===== config.mk =====
export PLATFORM = sky130hd
export DESIGN_NAME = decimal_string_to_exit_code_core
export DESIGN_NICKNAME = d
export VERILOG_FILES = /design/src/rtl/core/dsec_pkg.sv /design/src/rtl/core/decimal_string_to_exit_code_core.sv /design/src/rtl/core/dsec_step.sv
export VERILOG_INCLUDE_DIRS = /design/src /design/src/rtl/core
export SDC_FILE = /design/constraint.sdc
export NUM_CORES = 1
export LEC_CHECK = 0
export BUFFER_PORTS_ARGS = -buffer_cell sky130_fd_sc_hd__buf_2
export CAP_MARGIN = 10
export CORE_ASPECT_RATIO = 1.25
export CORE_MARGIN = 4
export CORE_UTILIZATION = 65
export CTS_CLUSTER_SIZE = 30
export DETAILED_ROUTE_END_ITERATION = 6
export PLACE_DENSITY = 0.82
export SLEW_MARGIN = 20
export SYNTH_ARGS = -nofsm -noshare
export SYNTH_HDL_FRONTEND = slang
export SYNTH_HIERARCHICAL = 1
export SYNTH_SLANG_ARGS = --single-unit
export TNS_END_PERCENT = 10

===== constraint.sdc =====
create_clock -name clk -period 5.1 [get_ports clk]
set_input_delay 1.53 -clock clk [delete_from_list [all_inputs] [get_ports clk]]
set_output_delay 1.53 -clock clk [all_outputs]
set_load 0.02 [all_outputs]

===== src/rtl/core/decimal_string_to_exit_code_core_macros.svh =====
// Assertion macros used by the decimal string parser core.
`ifndef DECIMAL_STRING_TO_EXIT_CODE_CORE_MACROS_SVH
`define DECIMAL_STRING_TO_EXIT_CODE_CORE_MACROS_SVH

// Check that cons holds in the same cycle as ante.
`define DSEC_ASSERT_NOW(label, ante, cons) \
  label: assert property (@(posedge clk) disable iff (rst) (ante) |-> (cons)) \
    else $error("dsec assertion failed");

// Check that cons holds in the cycle after ante.
`define DSEC_ASSERT_NEXT(label, ante, cons) \
  label: assert property (@(posedge clk) disable iff (rst) (ante) |=> (cons)) \
    else $error("dsec assertion failed");

`endif


===== src/rtl/core/dsec_pkg.sv =====
// Types, character codes and limits for the decimal string parser.
package dsec_pkg;

  typedef enum logic [2:0] {
    PH_LEAD,
    PH_SIGN,
    PH_DIGITS,
    PH_TRAIL,
    PH_BAD
  } phase_t;

  typedef struct packed {
    phase_t      phase;
    logic        is_negative;
    logic [63:0] value_accum;
    logic [4:0]  digit_count;
  } state_t;

  localparam logic [7:0] NulChar   = 8'd0;
  localparam logic [7:0] TabChar   = 8'd9;
  localparam logic [7:0] CrChar    = 8'd13;
  localparam logic [7:0] SpaceChar = 8'd32;
  localparam logic [7:0] PlusChar  = 8'd43;
  localparam logic [7:0] MinusChar = 8'd45;
  localparam logic [7:0] ZeroChar  = 8'd48;
  localparam logic [7:0] NineChar  = 8'd57;

  localparam logic [4:0] MaxDigits = 5'd19;
  localparam logic [4:0] CountSat  = 5'd20;
  localparam logic [7:0] BadCode   = 8'd255;

  localparam state_t StateReset = '{
    phase:       PH_LEAD,
    is_negative: 1'b0,
    value_accum: 64'd0,
    digit_count: 5'd0
  };

  function automatic logic is_space(input logic [7:0] c);
    return ((c >= TabChar) && (c <= CrChar)) || (c == SpaceChar);
  endfunction

  function automatic logic is_digit(input logic [7:0] c);
    return (c >= ZeroChar) && (c <= NineChar);
  endfunction

endpackage


===== src/rtl/core/decimal_string_to_exit_code_core.sv =====
// Decimal string parser: one character in per word, one exit code out per string.
//
// Input channel: in_valid/in_ready carry one character word (ch). A zero byte
// ends the string. Leading and trailing whitespace, one optional sign and up
// to 19 decimal digits form a valid string.
// Output channel: out_valid/out_ready carry one result word per string:
// exit_code holds the low byte of the signed value, or 255 with not_numeric
// set when the string is not a valid signed 64-bit decimal.
// Throughput: one character per cycle, except that a terminator waits while
// the output register is full. The 64-bit times-ten shift-add that folds a digit
// into the accumulator is combinational from the state register back to itself.
// Latency: the result word is valid in the cycle after the terminator is
// accepted. Characters produce no word.
// Stall: the result stays in the output register until taken. Non-terminator
// characters are still accepted meanwhile; a terminator waits until the
// output register is free or being emptied in the same cycle.
// Reset (rst, synchronous): parser returns to the leading whitespace phase
// with a cleared accumulator, and the output register is emptied.
`include "decimal_string_to_exit_code_core_macros.svh"

module decimal_string_to_exit_code_core (
  input  logic       clk,
  input  logic       rst,
  input  logic       in_valid,
  output logic       in_ready,
  input  logic [7:0] ch,
  output logic       out_valid,
  input  logic       out_ready,
  output logic [7:0] exit_code,
  output logic       not_numeric
);

  dsec_pkg::state_t st;
  dsec_pkg::state_t st_next;
  logic             in_fire;
  logic             is_term;
  logic [7:0]       code_next;
  logic             flag_next;

  assign is_term  = (ch == dsec_pkg::NulChar);
  assign in_ready = !out_valid || out_ready || !is_term;
  assign in_fire  = in_valid && in_ready;

  dsec_step u_step (
    .ch          (ch),
    .cur         (st),
    .nxt         (st_next),
    .exit_code   (code_next),
    .not_numeric (flag_next)
  );

  always_ff @(posedge clk) begin
    if (rst) begin
      st <= dsec_pkg::StateReset;
    end else if (in_fire) begin
      st <= st_next;
    end
  end

  always_ff @(posedge clk) begin
    if (rst) begin
      out_valid <= 1'b0;
    end else if (in_fire && is_term) begin
      out_valid <= 1'b1;
    end else if (out_ready) begin
      out_valid <= 1'b0;
    end
  end

  // load the result word on the terminator
  always_ff @(posedge clk) begin
    if (in_fire && is_term) begin
      exit_code   <= code_next;
      not_numeric <= flag_next;
    end
  end

  `DSEC_ASSERT_NEXT(a_term_gives_word, in_fire && is_term, out_valid)
  `DSEC_ASSERT_NEXT(a_term_restarts, in_fire && is_term, st == dsec_pkg::StateReset)
  `DSEC_ASSERT_NOW(a_bad_code, out_valid && not_numeric, exit_code == dsec_pkg::BadCode)
  `DSEC_ASSERT_NOW(a_count_sat, 1'b1, st.digit_count <= dsec_pkg::CountSat)

endmodule


===== src/rtl/core/dsec_step.sv =====
// Per-character parser step: next state and the result for a terminator.
module dsec_step (
  input  logic [7:0]       ch,
  input  dsec_pkg::state_t cur,
  output dsec_pkg::state_t nxt,
  output logic [7:0]       exit_code,
  output logic             not_numeric
);

  logic                 dig;
  logic                 spc;
  logic                 sgn;
  logic                 take;
  logic [7:0]           ch_off;
  logic [63:0]          acc_step;
  dsec_pkg::phase_t     phase_next;
  logic                 neg_next;
  logic [63:0]          acc_next;
  logic [4:0]           count_next;
  logic [7:0]           neg_low;
  logic                 range_bad;

  assign dig    = dsec_pkg::is_digit(ch);
  assign spc    = dsec_pkg::is_space(ch);
  assign sgn    = (ch == dsec_pkg::PlusChar) || (ch == dsec_pkg::MinusChar);
  assign ch_off = ch - dsec_pkg::ZeroChar;

  // times ten as x*8 + x*2, then add the digit
  assign acc_step = {cur.value_accum[60:0], 3'b000} + {cur.value_accum[62:0], 1'b0}
                  + {60'd0, ch_off[3:0]};

  // next phase, sign and digit-take flag
  always_comb begin
    phase_next = cur.phase;
    take       = 1'b0;
    neg_next   = cur.is_negative;
    unique case (cur.phase) inside
      dsec_pkg::PH_LEAD: begin
        if (spc) begin
          phase_next = dsec_pkg::PH_LEAD;
        end else if (sgn) begin
          neg_next   = (ch == dsec_pkg::MinusChar);
          phase_next = dsec_pkg::PH_SIGN;
        end else if (dig) begin
          take       = 1'b1;
          phase_next = dsec_pkg::PH_DIGITS;
        end else begin
          phase_next = dsec_pkg::PH_BAD;
        end
      end
      dsec_pkg::PH_SIGN, dsec_pkg::PH_DIGITS: begin
        if (dig) begin
          take       = 1'b1;
          phase_next = dsec_pkg::PH_DIGITS;
        end else if (spc) begin
          phase_next = dsec_pkg::PH_TRAIL;
        end else begin
          phase_next = dsec_pkg::PH_BAD;
        end
      end
      dsec_pkg::PH_TRAIL: begin
        phase_next = spc ? dsec_pkg::PH_TRAIL : dsec_pkg::PH_BAD;
      end
      default: begin
        phase_next = dsec_pkg::PH_BAD;
      end
    endcase
  end

  // data path and result
  always_comb begin
    acc_next   = take ? acc_step : cur.value_accum;
    count_next = cur.digit_count;
    if (take && (cur.digit_count < dsec_pkg::CountSat)) begin
      count_next = cur.digit_count + 5'd1;
    end

    range_bad = cur.is_negative ? (cur.value_accum[63] && (|cur.value_accum[62:0]))
                                : cur.value_accum[63];
    not_numeric = (cur.phase == dsec_pkg::PH_LEAD) || (cur.phase == dsec_pkg::PH_SIGN)
               || (cur.phase == dsec_pkg::PH_BAD)
               || (cur.digit_count > dsec_pkg::MaxDigits) || range_bad;
    neg_low   = 8'd0 - cur.value_accum[7:0];
    exit_code = not_numeric ? dsec_pkg::BadCode
              : (cur.is_negative ? neg_low : cur.value_accum[7:0]);
  end

  // a terminator returns to the start phase
  assign nxt = (ch == dsec_pkg::NulChar) ? dsec_pkg::StateReset
             : '{phase: phase_next, is_negative: neg_next,
                 value_accum: acc_next, digit_count: count_next};

endmodule


==> results of run 1 <==
flip-flops by register name (all words and copies together), names as in the netlist:
name and count:
st 73, exit_code 8, not_numeric 1, out_valid 1
critical path: cells and delay by family:
family | cells | cell delay (ns)
buffers and inverters | 3 | 0.21
adder cells (fa/ha/maj) | 2 | 0.98
AND/OR/NAND/NOR | 1 | 0.10
AO/OA/AOI/OAI | 9 | 1.94
XOR/XNOR | 1 | 0.18
area by class of cell:
type / count / area, um2
Clock inverter: 7 / 75.1
Tap cell: 216 / 270
Timing Repair Buffer: 43 / 285
Fill cell: 1421 / 5170
Multi-Input combinational cell: 1212 / 8400
Sequential cell: 83 / 1750
Clock buffer: 9 / 225
Inverter: 23 / 86.3
routing by layer:
metal / vias up / track usage, % / wire length [um]
li1: 5329 / - / -
met1: 5381 / 42.5 / 12700
met2: 540 / 56.2 / 15200
met3: 141 / 4.87 / 2350
met4: 2 / 16.8 / 1470
met5: - / 0 / 13
cells in the final DEF (no fill, tap or decap), types with 7 or more instances in the layout:
master and n:
nand3_1 24, a21oi_1 113, edfxtp_1 9, xnor2_1 29
inv_1 23, and2_1 9, nor2_1 54, a211oi_1 7
o221ai_2 61, ha_1 124, xor2_1 30, nor2b_1 81
nor3_1 21, dfxtp_1 74, nand4_1 100, o221ai_1 14
clkbuf_16 9, buf_2 20, a31oi_1 89, a21o_1 26
and3_1 8, o21ai_0 48, buf_4 22, o21ai_1 30
nand2b_1 7, nand2_1 219, o21bai_1 11, o211ai_1 9
nor4_1 14, o21a_1 7
cells by family (layout without fill, tap and decap cells):
| group | after synthesis | after routing | share of synthesized area [%] |
|---|---|---|---|
| flip-flops | 83 | 83 | 16.3 |
| XOR/XNOR | 59 | 59 | 4.79 |
| AO/OA/AOI/OAI | 457 | 457 | 31.3 |
| buffers and inverters | 142 | 82 | 6.19 |
| adder cells (fa/ha/maj) | 126 | 126 | 14.8 |
| multiplexers | 4 | 4 | 0.372 |
| AND/OR/NAND/NOR | 566 | 566 | 26.4 |
metrics by stage:
stage / instance area, um2 / utilization (%) / std cells / total power, mW / setup WS, ns
6_report: 11100 / 68.2 / 1593 / 1.52 / 0.364
5_1_grt: 11100 / 68.2 / 1593 / 1.56 / 0.0742
4_1_cts: 11100 / 68.2 / 1593 / 1.52 / 0.451
3_5_place_dp: 10800 / 66.4 / 1577 / 0.820 / 0.103
3_3_place_gp: 10800 / 66.4 / 1577 / 0.818 / 0.185
2_1_floorplan: 10800 / - / 1437 / 0.778 / 0.473
final timing paths:
kind                                     startpoint                   to  slack, ns  depth (start not counted)
worst max-delay path                          ch[3]  st[37]$_SDFFE_PP0P_       0.36                         16
worst min-delay path            st[68]$_SDFFE_PP0P_  st[68]$_SDFFE_PP0P_       0.57                          2
worst max register to register   st[7]$_SDFFE_PP0P_  st[37]$_SDFFE_PP0P_       1.11                         15
worst min register to register  st[68]$_SDFFE_PP0P_  st[68]$_SDFFE_PP0P_       0.57                          2
synth_stat cells (3+ instances only):
master	count
nand2_1	219
nor2_1	55
a21o_1	26
a211oi_1	7
buf_2	41
or3_1	4
nand4_1	100
a22o_1	3
inv_1	23
xor2_1	30
ha_1	124
nand3b_1	4
o31ai_1	5
o221ai_2	61
nand3_1	24
o21ai_0	48
a32o_1	3
o21bai_1	11
dfxtp_1	74
o21a_1	7
o21ai_2	4
nor3_1	22
mux2i_1	4
buf_8	6
a21oi_1	113
nor2b_1	82
buf_1	7
a221oi_1	5
nor4_1	14
edfxtp_1	9
xnor2_1	29
and3_1	8
and2_1	10
a211o_1	5
a31oi_1	89
nand2b_1	8
or4_1	4
o221ai_1	14
clkbuf_1	62
o211ai_1	9
o21ai_1	30
power by group:
group	internal (mW)	total, mW	switching (mW)
combinational	0.0353	0.137	0.101
sequential	0.662	0.673	0.0110
clock	0.383	0.710	0.327
total	1.08	1.52	0.439
==> impl_metrics.json, run 1 <==
{
  "die_area_mm2": 0.0187,
  "tightest_slew_ns": 0.966,
  "fmax_ghz": 0.211,
  "synthArstFlopShare_pct": 0,
  "crit_path_cell_trace": "buf_2, inv_1, fa_1, inv_1, fa_1, a21oi_1, nor2_2, o21ai_2, o21ai_1, a21boi_1, o21ai_1, o41ai_1, xor2_1, o21ai_1, a31oi_1, o221ai_2",
  "synthFlopType": "dfxtp_1",
  "synth.cell_area_mm2": 0.0108,
  "timing.setup.tns_ns": 0,
  "relSlewSlack_pct": 35.6,
  "hpwl_um": 20600,
  "synth-seq-cells": 83,
  "antenna_found_initial": 1,
  "critPathMaxStageDelay_ns": 0.53,
  "die_y_um": 152,
  "grt_overflow": 0,
  "yosys_warnings": 6,
  "insertion_delay_ns": 0.37,
  "cts_hold_buf": 0,
  "clock_path_buffers": 2,
  "die_w_um": 123,
  "rsz0062_at_grt": "no",
  "h-tree-depth": 3,
  "yosys.area.top_type_share_pct": 14.4,
  "status": "finished clean",
  "drt-vias-per-instance": 7.15,
  "hold_violations": 0,
  "whs_ns": 0.571,
  "fin_crit_sh_pct": 92.9,
  "max_cap_violations": 0,
  "drc": 0,
  "start_util_pct": 66.3,
  "crit_fanout": 5,
  "post_cts_resize_count": 0,
  "grt_pass1_vias": 10900,
  "critPathArrivalTime_ns": 4.94,
  "wire_per_inst_um": 19.9,
  "postCtsSetupRepairBufs": 0,
  "synth_edf_count": 9,
  "crit_type": "input port to flip-flop",
  "powerDensity_mw_per_mm2": 137,
  "start_kind": "input port",
  "grtUsageTotal_pct": 33.9,
  "numPortBuffers": 22,
  "synth_top_area_cell": "ha_1",
  "setup_violations": 0,
  "ios": 23,
  "syn_to_final_growth_pct": 2.96,
  "antenna_cells": 0,
  "peakVddDrop_uv": 157,
  "core_mm2": 0.0163,
  "root_buffer": "clkbuf_16",
  "ys_types": 65,
  "cts_tree": "built",
  "rows": 52,
  "drtIter0Drc": 1050,
  "skew_ns": 0.0170,
  "p_leak_nw": 4.26,
  "crit_required_ns": 5.31,
  "ys_seq_area_share_pct": 16.3,
  "min_period_ns": 4.74,
  "first_pass_iters": 6,
  "syn_area_per_cell_um2": 7.50,
  "cts.sinks": 83,
  "cp-end-kind": "flip-flop",
  "report.final.slew_viol_count": 0,
  "grt_pass1_wl_um": 53300,
  "cts_made_buffers": 9,
  "crit_top_cell": "o21ai_1",
  "place_congestion": 0.986,
  "ant_nets": 0,
  "hp-class": "flip-flop to flip-flop",
  "vias": 11400,
  "path_clk_slew_ns": 0.08,
  "synth_nets": 1575,
  "drive_gt1_share_pct": 9.88,
  "nNetsFinal": 1510,
  "routed_wl_um": 31800,
  "synthTopCellsByArea": "ha_1 (14%), dfxtp_1 (14%), o221ai_2 (8.5%), nand2_1 (7.6%), nand4_1 (5.8%)",
  "slowest_stage": "fa_1",
  "grt_max_degree": 131,
  "synthCells": 1437
}
Power figures use the tool's default switching activity.
==> inputs of run 2 (changes only) <==
--- a/config.mk
+++ b/config.mk
@@ -10,10 +10,10 @@
 export CAP_MARGIN = 10
 export CORE_ASPECT_RATIO = 1.25
 export CORE_MARGIN = 4
-export CORE_UTILIZATION = 65
+export CORE_UTILIZATION = 35
 export CTS_CLUSTER_SIZE = 30
 export DETAILED_ROUTE_END_ITERATION = 6
-export PLACE_DENSITY = 0.82
+export GPL_TIMING_DRIVEN = 0
 export SLEW_MARGIN = 20
 export SYNTH_ARGS = -nofsm -noshare
 export SYNTH_HDL_FRONTEND = slang
==> run 2 against run 1 <==
- non-clock buffer count grew 99
- sequential share of layout area shrank 0.91 points
- clock-buffer cell count did not move
- clock skew shrank 0.0058 ns
- critical endpoint is now st[67]$_SDFFE_PP0P_
- largest cell class unchanged
- highest routed layer is now met4
==> impl_metrics.json, run 2 (synthesis gave the netlist of run 1 again) <==
{
  "skew_ns": 0.0112,
  "ff2ff_path_depth": 16,
  "whs_ns": 0.556,
  "combPwrFrac_pct": 9.8,
  "tightest_slew_ns": 1.13,
  "largest_reg_flops": 73,
  "ios": 23,
  "rows": 71,
  "powerDensity_mw_per_mm2": 129,
  "met1_usage_pct": 26.5,
  "relSlewSlack_pct": 24.6,
  "antenna_cells": 0,
  "drt-vias-per-instance": 6.09,
  "final_cell_mix": "nand2_1 (219), ha_1 (124), a21oi_1 (110), nand4_1 (100), a31oi_1 (87)",
  "cts_hold_buf": 0,
  "start_util_pct": 35.7,
  "power.share.clock_pct": 46.2,
  "cts_made_buffers": 9,
  "numPortBuffers": 22,
  "hp-start": "st[7]$_SDFFE_PP0P_",
  "reg2reg_slack_ns": 0.86,
  "root_buffer": "clkbuf_16",
  "grtUsageTotal_pct": 21.7,
  "vias": 11400,
  "crit_type": "input port to flip-flop",
  "reg_top3": "st x73, exit_code x8",
  "report.final.slew_viol_count": 0,
  "dpl.cell_count": 1860,
  "fmax_ghz": 0.200,
  "core_mm2": 0.0302,
  "postLayoutCoreUtil_pct": 39.0,
  "clock_path_buffers": 2,
  "ant_nets": 0,
  "p_leak_nw": 4.51,
  "cts.sinks": 83,
  "reg2reg_to": "st[67]$_SDFFE_PP0P_",
  "mostFrequentLayoutCell": "nand2_1",
  "setup_violations": 0,
  "routed_wl_um": 37400,
  "insertion_delay_ns": 0.36,
  "fin_area_mm2": 0.0118,
  "start_kind": "input port",
  "first_pass_iters": 6,
  "placed_area_mm2": 0.0114,
  "grtUsageMet2_pct": 38.2,
  "swShare_pct": 28.8,
  "die_y_um": 204,
  "drive_gt1_share_pct": 11.8,
  "fin_crit_sh_pct": 97.8,
  "crit_required_ns": 5.31,
  "drtIter0Drc": 846,
  "critPathArrivalTime_ns": 5.19,
  "h-tree-depth": 3,
  "regMostFlops": "st",
  "drc": 0,
  "hp-class": "flip-flop to flip-flop",
  "switching_power_uw": 439,
  "die_area_mm2": 0.0337,
  "min_period_ns": 4.99,
  "peakVddDrop_uv": 165,
  "grt_pass1_vias": 11000,
  "holdPathEnd": "st[7]$_SDFFE_PP0P_",
  "rr_startpoint": "st[7]$_SDFFE_PP0P_",
  "antenna_found_initial": 0,
  "nNetsFinal": 1609,
  "cts_tree": "built",
  "grt.busiest_layer": "met2",
  "grt_max_degree": 16,
  "hold_violations": 0,
  "path_clk_slew_ns": 0.07,
  "die_w_um": 165,
  "place_congestion": 0.909,
  "wire_per_inst_um": 19.9,
  "hpwl_um": 28100,
  "status": "finished clean",
  "crit_fanout": 7,
  "power_frac_seq_pct": 44.0,
  "groute.layer.met3.usage_pct": 2.66,
  "max_cap_violations": 0,
  "hold_path_depth": 2,
  "cp-end-kind": "flip-flop",
  "final_cells": 1877,
  "p_int_mw": 1.08,
  "final.fill_count": 3220,
  "grt_overflow": 0,
  "grt_pass1_wl_um": 59300,
  "syn_to_final_growth_pct": 9.24,
  "rsz0062_at_grt": "yes"
}
-- run 2: area by class of cell --
type / instances / area, um2 / share of cell area [%]
well taps: 401 / 502 / 4.26
multi-input cells: 1212 / 8440 / 71.6
flip-flops and latches: 83 / 1750 / 14.9
repair buffers: 23 / 118 / 0.999
clock buffers: 9 / 225 / 1.91
clock inverters: 7 / 75.1 / 0.638
plain buffers: 119 / 581 / 4.93
inverters: 23 / 86.3 / 0.733
-- run 2: repair_timing --
action                     in CTS  in global routing
setup endpoints to repair       8                 19
gates resized for setup         7                  9
hold endpoints to repair        0                  0
setup buffers                   0                  1
pin swaps                       1                  2
-- run 2: how the worst max path moves through the flow --
stage / start / end / slack [ns] / cells past startpoint
after floorplan: ch[3] / st[57]$_SDFFE_PP0P_ / 0.47 / 15
after global placement: ch[3] / st[58]$_SDFFE_PP0P_ / -0.57 / 16
after detailed placement: ch[3] / st[37]$_SDFFE_PP0P_ / -0.58 / 16
after CTS: ch[3] / st[58]$_SDFFE_PP0P_ / -0.03 / 16
after global routing: ch[3] / st[57]$_SDFFE_PP0P_ / -0.06 / 16
final: ch[3] / st[67]$_SDFFE_PP0P_ / 0.11 / 16
-- run 2: critical path: stages --
cell	delay, ns
buf_2	0.15
inv_1	0.12
fa_1	0.55
inv_1	0.07
fa_1	0.48
a21oi_2	0.21
nor2_2	0.09
o21ai_4	0.23
o21a_1	0.29
o31a_2	0.30
o21ai_1	0.18
a31oi_1	0.32
xor2_1	0.23
o21ai_1	0.10
a31oi_1	0.18
o221ai_1	0.15
-- run 2: per-stage QoR --
| step | total power [mW] | setup slack [ns] | setup TNS [ns] |
|---|---|---|---|
| final | 1.52 | 0.111 | 0 |
| after global routing | 1.56 | -0.0612 | -0.0612 |
| after CTS | 1.53 | -0.0284 | -0.0448 |
| after detailed placement | 0.832 | -0.580 | -9.03 |
| after global placement | 0.831 | -0.569 | -8.72 |
| after floorplan | 0.778 | 0.473 | 0 |
-- run 2: per-layer routing --
metal / share of wire [%] / up-vias
met5: 0 / -
met4: 3.9 / 0
met3: 4.4 / 97
met2: 50 / 355
met1: 41 / 5471
li1: - / 5502
-- run 2: power by group through the flow --
stage	Clock, mW	Sequential [mW]	Combinational, mW
CTS	0.710	0.671	0.146
floorplan	0	0.682	0.0959
finish	0.704	0.671	0.149
global placement	0	0.686	0.145
global route	0.729	0.672	0.160
detailed placement	0	0.686	0.146
